<file path="config.mk">
export PLATFORM = sky130hd
export DESIGN_NAME = ttacc_ctrl
export DESIGN_NICKNAME = d
export VERILOG_FILES = /design/src/rtl/core/ttacc_pkg.sv /design/src/rtl/core/ttacc_ctrl.sv
export SDC_FILE = /design/constraint.sdc
export NUM_CORES = 1
export LEC_CHECK = 0
export ABC_CLOCK_PERIOD_IN_PS = 1700
export BUFFER_PORTS_ARGS = -buffer_cell sky130_fd_sc_hd__buf_2
export CAP_MARGIN = 40
export CORE_ASPECT_RATIO = 1.2
export CORE_MARGIN = 4
export CORE_UTILIZATION = 47
export CTS_CLUSTER_SIZE = 8
export DETAILED_ROUTE_END_ITERATION = 7
export MAX_ROUTING_LAYER = met4
export PLACE_DENSITY = 0.86
export RECOVER_POWER = 100
export SETUP_SLACK_MARGIN = 0.02
export SLEW_MARGIN = 20
export SYNTH_ARGS = -nofsm -noshare
export SYNTH_HDL_FRONTEND = slang
export SYNTH_SLANG_ARGS = --single-unit
export TNS_END_PERCENT = 50
</file>
<file path="constraint.sdc">
create_clock -name clk -period 1.7 [get_ports clk]
set_input_delay 0 -clock clk [delete_from_list [all_inputs] [get_ports clk]]
set_output_delay 0 -clock clk [all_outputs]
set_load 0.03 [all_outputs]
</file>
<file path="src/rtl/core/ttacc_pkg.sv">
`timescale 1ns / 1ps
// Package for the triangle tangent accumulator: payload structs, constants,
// datapath command and status types. No dependencies.
package ttacc_pkg;

	localparam int DEF_MAX_VERTICES = 65536;
	localparam int DIV_STEPS = 81;
	localparam int SQRT_STEPS = 32;
	localparam logic signed [31:0] DELTA_LIMIT = 32'sd2147483647;

	typedef struct packed {
		logic [15:0] vertex_index;
		logic signed [31:0] pos_x;
		logic signed [31:0] pos_y;
		logic signed [31:0] pos_z;
		logic signed [31:0] tex_u;
		logic signed [31:0] tex_v;
	} corner_t;

	typedef struct packed {
		logic [15:0] out_index;
		logic signed [15:0] tangent_x;
		logic signed [15:0] tangent_y;
		logic signed [15:0] tangent_z;
		logic signed [15:0] bitangent_x;
		logic signed [15:0] bitangent_y;
		logic signed [15:0] bitangent_z;
		logic degenerate;
		logic last_of_face;
	} result_t;

	typedef enum logic [2:0] {
		MUL_D1U_D2V,
		MUL_D2U_D1V,
		MUL_D2V_E1,
		MUL_D1V_E2,
		MUL_D1U_E2,
		MUL_D2U_E1,
		MUL_SQ
	} mul_sel_t;

	typedef enum logic [1:0] {
		ACC_HOLD,
		ACC_LOAD,
		ACC_ADD,
		ACC_SUB
	} acc_op_t;

	typedef struct packed {
		logic clr_step;
		logic delta_ld;
		mul_sel_t mul_sel;
		acc_op_t acc_op;
		logic det_ld;
		logic div_start;
		logic div_norm;
		logic store_face;
		logic store_norm;
		logic sqrt_start;
		logic mem_rd;
		logic sum_ld;
		logic emit;
		logic last;
		logic [1:0] axis;
		logic vb;
		logic [1:0] vtx;
		logic [1:0] corner;
	} cmd_t;

	typedef struct packed {
		logic clr_last;
		logic div_done;
		logic sqrt_done;
	} sts_t;

endpackage

</file>
<file path="src/rtl/core/ttacc_ctrl.sv">
`timescale 1ns / 1ps
// Controller state machine: store clearing, corner counting and the
// per-face sequence of datapath operations. Uses ttacc_pkg.
module ttacc_ctrl (
	input logic clk,
	input logic arst_n,
	input logic accept,
	input ttacc_pkg::sts_t sts,
	output ttacc_pkg::cmd_t cmd,
	output logic busy
);

	typedef enum logic [4:0] {
		S_CLEAR, S_IDLE, S_DELTA, S_DET0, S_DET1, S_DET2, S_DET3,
		S_NUM0, S_NUM1, S_NUM2, S_FDIV, S_FWAIT,
		S_RD, S_SUM, S_SQ0, S_SQ1, S_SQ2, S_SQ3, S_SQRT, S_SQWAIT,
		S_NDIV, S_NWAIT, S_EMIT
	} state_t;

	state_t state_q;
	logic [1:0] corner_q, axis_q, vtx_q;
	logic vb_q, busy_q;

	assign busy = busy_q;

	always_ff @(posedge clk or negedge arst_n) begin
		if (!arst_n) begin
			state_q <= S_CLEAR;
			busy_q <= 1'b1;
			corner_q <= '0;
			axis_q <= '0;
			vtx_q <= '0;
			vb_q <= 1'b0;
		end else begin
			unique case (state_q)
				S_CLEAR: begin
					if (sts.clr_last) begin
						state_q <= S_IDLE;
						busy_q <= 1'b0;
					end
				end
				S_IDLE: begin
					if (accept) begin
						if (corner_q == 2'd2) begin
							corner_q <= '0;
							state_q <= S_DELTA;
							busy_q <= 1'b1;
						end else begin
							corner_q <= corner_q + 2'd1;
						end
					end
				end
				S_DELTA: state_q <= S_DET0;
				S_DET0: state_q <= S_DET1;
				S_DET1: state_q <= S_DET2;
				S_DET2: state_q <= S_DET3;
				S_DET3: begin
					axis_q <= '0;
					vb_q <= 1'b0;
					state_q <= S_NUM0;
				end
				S_NUM0: state_q <= S_NUM1;
				S_NUM1: state_q <= S_NUM2;
				S_NUM2: state_q <= S_FDIV;
				S_FDIV: state_q <= S_FWAIT;
				S_FWAIT: begin
					if (sts.div_done) begin
						if (!vb_q) begin
							vb_q <= 1'b1;
							state_q <= S_NUM0;
						end else begin
							vb_q <= 1'b0;
							if (axis_q == 2'd2) begin
								axis_q <= '0;
								vtx_q <= '0;
								state_q <= S_RD;
							end else begin
								axis_q <= axis_q + 2'd1;
								state_q <= S_NUM0;
							end
						end
					end
				end
				S_RD: state_q <= S_SUM;
				S_SUM: state_q <= S_SQ0;
				S_SQ0: state_q <= S_SQ1;
				S_SQ1: state_q <= S_SQ2;
				S_SQ2: state_q <= S_SQ3;
				S_SQ3: state_q <= S_SQRT;
				S_SQRT: state_q <= S_SQWAIT;
				S_SQWAIT: begin
					if (sts.sqrt_done) begin
						axis_q <= '0;
						state_q <= S_NDIV;
					end
				end
				S_NDIV: state_q <= S_NWAIT;
				S_NWAIT: begin
					if (sts.div_done) begin
						if (axis_q != 2'd2) begin
							axis_q <= axis_q + 2'd1;
							state_q <= S_NDIV;
						end else begin
							axis_q <= '0;
							if (!vb_q) begin
								vb_q <= 1'b1;
								state_q <= S_SQ0;
							end else begin
								state_q <= S_EMIT;
							end
						end
					end
				end
				S_EMIT: begin
					vb_q <= 1'b0;
					if (vtx_q == 2'd2) begin
						state_q <= S_IDLE;
						busy_q <= 1'b0;
					end else begin
						vtx_q <= vtx_q + 2'd1;
						state_q <= S_RD;
					end
				end
				default: state_q <= S_IDLE;
			endcase
		end
	end

	always_comb begin
		cmd = '0;
		cmd.mul_sel = ttacc_pkg::MUL_SQ;
		cmd.acc_op = ttacc_pkg::ACC_HOLD;
		cmd.axis = axis_q;
		cmd.vb = vb_q;
		cmd.vtx = vtx_q;
		cmd.corner = corner_q;
		unique case (state_q)
			S_CLEAR: cmd.clr_step = 1'b1;
			S_DELTA: cmd.delta_ld = 1'b1;
			S_DET0: cmd.mul_sel = ttacc_pkg::MUL_D1U_D2V;
			S_DET1: begin
				cmd.mul_sel = ttacc_pkg::MUL_D2U_D1V;
				cmd.acc_op = ttacc_pkg::ACC_LOAD;
			end
			S_DET2: cmd.acc_op = ttacc_pkg::ACC_SUB;
			S_DET3: cmd.det_ld = 1'b1;
			S_NUM0: cmd.mul_sel = vb_q ? ttacc_pkg::MUL_D1U_E2 : ttacc_pkg::MUL_D2V_E1;
			S_NUM1: begin
				cmd.mul_sel = vb_q ? ttacc_pkg::MUL_D2U_E1 : ttacc_pkg::MUL_D1V_E2;
				cmd.acc_op = ttacc_pkg::ACC_LOAD;
			end
			S_NUM2: cmd.acc_op = ttacc_pkg::ACC_SUB;
			S_FDIV: cmd.div_start = 1'b1;
			S_FWAIT: cmd.store_face = 1'b1;
			S_RD: cmd.mem_rd = 1'b1;
			S_SUM: cmd.sum_ld = 1'b1;
			S_SQ0: cmd.axis = 2'd0;
			S_SQ1: begin
				cmd.axis = 2'd1;
				cmd.acc_op = ttacc_pkg::ACC_LOAD;
			end
			S_SQ2: begin
				cmd.axis = 2'd2;
				cmd.acc_op = ttacc_pkg::ACC_ADD;
			end
			S_SQ3: cmd.acc_op = ttacc_pkg::ACC_ADD;
			S_SQRT: cmd.sqrt_start = 1'b1;
			S_NDIV: begin
				cmd.div_start = 1'b1;
				cmd.div_norm = 1'b1;
			end
			S_NWAIT: begin
				cmd.div_norm = 1'b1;
				cmd.store_norm = 1'b1;
			end
			S_EMIT: begin
				cmd.emit = 1'b1;
				cmd.last = vtx_q == 2'd2;
			end
			default: cmd.clr_step = 1'b0;
		endcase
	end

endmodule
</file>
Word level (Yosys, flattened, before mapping)
Index checks and enable logic that the tools add are counted.
Operators by class
  add/sub/neg operators: 3
  eq/ne operators: 37
  multiplexer cells: 51
  reduce and logical (&&, ||, !) cells: 17
Operators with widths (number)
  case mux 5 bit (23 select lines): 1
  == test 5 x 4 -> 1 bit, second input constant: 8
  two-way mux 5 bit: 8
  == test 5 bit, second input constant: 7
  two-way mux 2 bit: 12
  inequality test 2 bit, second input constant: 12
  == test 5 x 3 -> 1 bit, second input constant: 4
  two-way mux 1 bit: 18
  AND reduction 5 bit: 3
  two-way mux 4 bit: 3
  case mux 2 bit (3 select lines): 2
  case mux 3 bit (4 select lines): 1
  == test 5 x 2 -> 1 bit, second input constant: 2
  OR reduction 2 bit: 5
  case mux 2 bit (4 select lines): 1
  adder 2 x 1 -> 2 bit, second input constant: 3
  == test 2 bit, second input constant: 3
  two-way mux 3 bit: 2
  case mux 1 bit (3 select lines): 2
  AND reduction 6 bit: 1
  nonzero test 3 bit: 2
  == test 5 x 1 -> 1 bit, second input constant: 1
  zero test 5 bit: 1
  case mux 2 bit (2 select lines): 1
  5 further kinds: 5
Storage, ports and cells
  input bits: 6
  register bits: 13
  word-level logic and storage cells: 114

Longest topological paths before layout
  depth in word-level cells: 5
  gate-level depth with buffers: 7
  depth with buffers taken out: 5

Worst setup path before layout
Ideal clock, no wire load.
  path type: reg2reg
  start: reg state_q[2]
  end: reg state_q[0]
  setup slack: -0.267 ns
  data required time: 1.634 ns
  arrival: 1.901 ns
  cell stages (with the launch flop): 7
  buffers on the path: 1
  path through: dfrtp_1 buf_2 nand2b_1 nor3_2 and2_1 a21o_1 o31a_1
On the way
  longest elaborated chain between the ends: 3
Ends and longest elaborated chain
  start, declared: line ttacc_ctrl.sv:20  | state_t state_q;
  start signal, assigned: line ttacc_ctrl.sv:28  | state_q <= S_CLEAR;
  start signal, assigned: line ttacc_ctrl.sv:38  | state_q <= S_IDLE;
  start signal, assigned: line ttacc_ctrl.sv:46  | state_q <= S_DELTA;
  == test 5 bit (tied with other cells): line ttacc_ctrl.sv:35  | unique case (state_q)
  inequality test 2 bit (no source line)
  AND reduction 6 bit (no source line)
Several ways; a longest one is shown, not always the timed one.
A chain may end at the register's enable or synchronous reset.

Worst setup path in the final report
  start: reg state_q[0]
  end: reg axis_q[1]
On the way
  longest elaborated chain between the ends: 3
Ends and longest elaborated chain
  == test 5 x 4 -> 1 bit (tied with other cells): line ttacc_ctrl.sv:35
  nonzero test 4 bit (no source line) or inequality test 2 bit (tied branches)
  AND reduction 5 bit (no source line)
  end signal, assigned: line ttacc_ctrl.sv:78  | axis_q <= axis_q + 2'd1;
  end signal, assigned: line ttacc_ctrl.sv:101  | axis_q <= axis_q + 2'd1;
  end, declared: line ttacc_ctrl.sv:21  | logic [1:0] corner_q, axis_q, vtx_q;
Several ways; a longest one is shown, not always the timed one.

==> metrics.csv <==
metric,value,unit
H-tree Lvls,1,
nets,226,
"non-filler cells, final",249,
first-pass GRT wire length,6.44,mm
number of enable flip-flop cells after synthesis,0,
fin crit share,1.08,
vias in the first global route,1414,
Die Width,53.7,um
Starting DRT DRC Count,74,
minimum clock period,1.84,ns
final hold vios,0,
post-synthesis instance total,159,
failing checks,negative setup slack,
Tightest Pin Transition,0.789,ns
largest net degree at the start of global routing,16,
antenna violations before repair,0,
post-route ant nets,0,
max_cap viols,0,
placed insts,233,
fraction of registers with async set/reset,1.00,
start point of the worst hold path,accept,
DRT Pass-1 Iters,4,
Final HPWL DP,2.80,mm
Ys Warns,0,
Avg Inst Size Synth,7.42,um2
r2r setup slk,-0.14,ns
WP data arrival,2.06,ns
setup ws final,-0.135,ns
area grow syn2layout,49.9,%
critical path's largest stage delay,0.46,ns
Setup Skew,0.00813,ns
DRT Wirelength,4.21,mm
num rows,19,
CP max FO,4,
number of distinct library cells after synthesis,54,
Power Total,3.54,mW
Worst VDD drop,1.29,mV
Die Y,62.9,um
Port Buffers,30,
origin of the critical flop-to-flop path,state_q[0],
gr usage total,0.259,
pwr/cell area,2000,nW/um2
Slew headroom,0.474,
Routability Congestion,0.958,
setup TNS,-0.512,ns
clock root buffer,clkbuf_4,
antenna cell count,0,
"Slew Viols, Final",0,
Hold Slack,0.100,ns
sequential cell area,332,um2
vias per cell,6.06,
multi-input logic area,877,um2
dpl cell area,1510,um2
CP endpoint kind,register,
Cells on Worst Hold Path,3,
global route overflow,0,
Syn Nets,166,
CTS tree,built,
Fill cells,176,
Synth area leader,dfrtp_1,
via count,1509,
final design utilization,0.752,
FF-to-FF End,axis_q[1],
WS Path Type,register to register,
ranking of synthesized cells by area,"dfrtp_1 25%, a21oi_1 6.8%, nor2_1 6.0%",
I/O Pins,31,
Pleak,0.781,nW
die area,3380,um2
# DRC,0,
WL per Instance,16.9,um
worst hold path type,primary input to register,
post-synth design cell area,1180,um2
post-synthesis sequential area ratio,0.277,
Max Clk Rate,0.545,GHz
critical-path cell list,"or3b_4, a21oi_4, o211ai_2, or4_4, o21ai_2",
status,"finished, violations left",
Num CTS Buffers,3,
WP data required,1.93,ns
CP max-delay cell,or3b_4,
Worst Hold End,corner_q[1],
reg2reg path depth,5,
Initial Util,0.501,
Main synth FF type,dfrtp_1,
Seq cells post-synth,13,
Clock transition at path regs,0.09,ns
Core Box Area,2350,um2
crit start category,register,
Longest Clk Path Bufs,2,
Sink Count,13,
design area,1770,um2
area share of the largest cell type after synthesis,0.255,
ratio of cells with drive above 1 in the final layout,0.436,
pre-CTS WS,-0.120,ns
# setup viols final,8,
worst skew pair latency,0.29,ns
RSZ-0062 raised after global routing,yes,
area by class of cell:
| class | count | area share |
|---|---|---|
| Tap cell | 31 | 0.0219 |
| Multi-Input combinational cell | 127 | 0.496 |
| Timing Repair Buffer | 67 | 0.264 |
| Sequential cell | 13 | 0.187 |
| Inverter | 7 | 0.0163 |
| Clock buffer | 4 | 0.0149 |
cell usage in the layout (no fill, tap or decap), drive strengths merged, types with 2 or more instances in the layout:
cell type,n
nand2b,5
nor2b,5
or4,2
nand3b,3
inv,7
o31ai,2
nor3,5
nand3,2
o22ai,3
dlygate4sd3,3
dfrtp,12
o21bai,2
buf,57
clkbuf,11
nand4,3
nand2,15
o21a,2
a21o,3
nor2,19
and2,3
a21oi,17
o21ai,12
and4bb,2
o211ai,2
logic make-up after synthesis:
| family | Yosys count | share of synthesized area |
|---|---|---|
| AO/OA/AOI/OAI | 54 | 0.305 |
| adder cells (fa/ha/maj) | 1 | 0.0106 |
| buffers and inverters | 19 | 0.0700 |
| flip-flops | 13 | 0.277 |
| AND/OR/NAND/NOR | 72 | 0.337 |
synth_stat cells, types with 3 or more instances:
master,instances
a21o_1,3
a21oi_1,16
and2_1,3
buf_1,3
buf_2,3
clkbuf_1,4
dfrtp_1,12
inv_1,6
nand2_1,15
nand2b_1,5
nand3b_1,3
nand4_1,3
nor2_1,19
nor2b_1,5
nor3_1,4
o21ai_1,7
o21ai_2,3
o22ai_1,3
flip-flops by register name, summed over array words and instances (netlist names):
register  count
corner_q      2
state_q       5
axis_q        2
busy          1
vtx_q         2
vb_q          1
how the worst max path moves through the flow:
| stage | from | to | slack [ns] |
|---|---|---|---|
| after CTS | state_q[4] | axis_q[1] | -0.07 |
| after floorplan | state_q[0] | cmd[6] | -0.06 |
| after detailed placement | state_q[4] | axis_q[1] | -0.12 |
| after global placement | state_q[4] | axis_q[1] | -0.06 |
| final | state_q[0] | axis_q[1] | -0.14 |
| after global routing | state_q[0] | axis_q[0] | -0.19 |
power breakdown:
group / switching [mW] / total (mW) / internal, mW / leakage (nW)
Combinational: 1.58 / 2.70 / 1.12 / 0.611
Sequential: 0.182 / 0.634 / 0.452 / 0.154
Clock: 0.114 / 0.205 / 0.0914 / 0.0150
Total: 1.88 / 3.54 / 1.66 / 0.781
critical path: cells and delay by family, from the launching register on:
family	cells	cell delay, ns
flops	1	0.45
compound gates	3	0.41
simple gates	2	0.91
routing by layer:
metal / wire, um / vias up / share of wire / track usage
li1: - / 699 / - / -
met1: 1570 / 711 / 0.37 / 0.303
met2: 2150 / 78 / 0.51 / 0.421
met3: 303 / 21 / 0.072 / 0.0215
met4: 184 / 0 / 0.044 / 0.141
met5: 0 / - / 0 / -
timing repair:
action | 4_1_cts | 5_1_grt
buffers inserted | 6 | 3
pin swaps | 5 | 11
hold endpoints to repair | 15 | 0
endpoints found under the setup margin | 14 | 22
resized for setup | 18 | 30
hold buffers | 3 | 0
(Power assumes the default switching activity.)
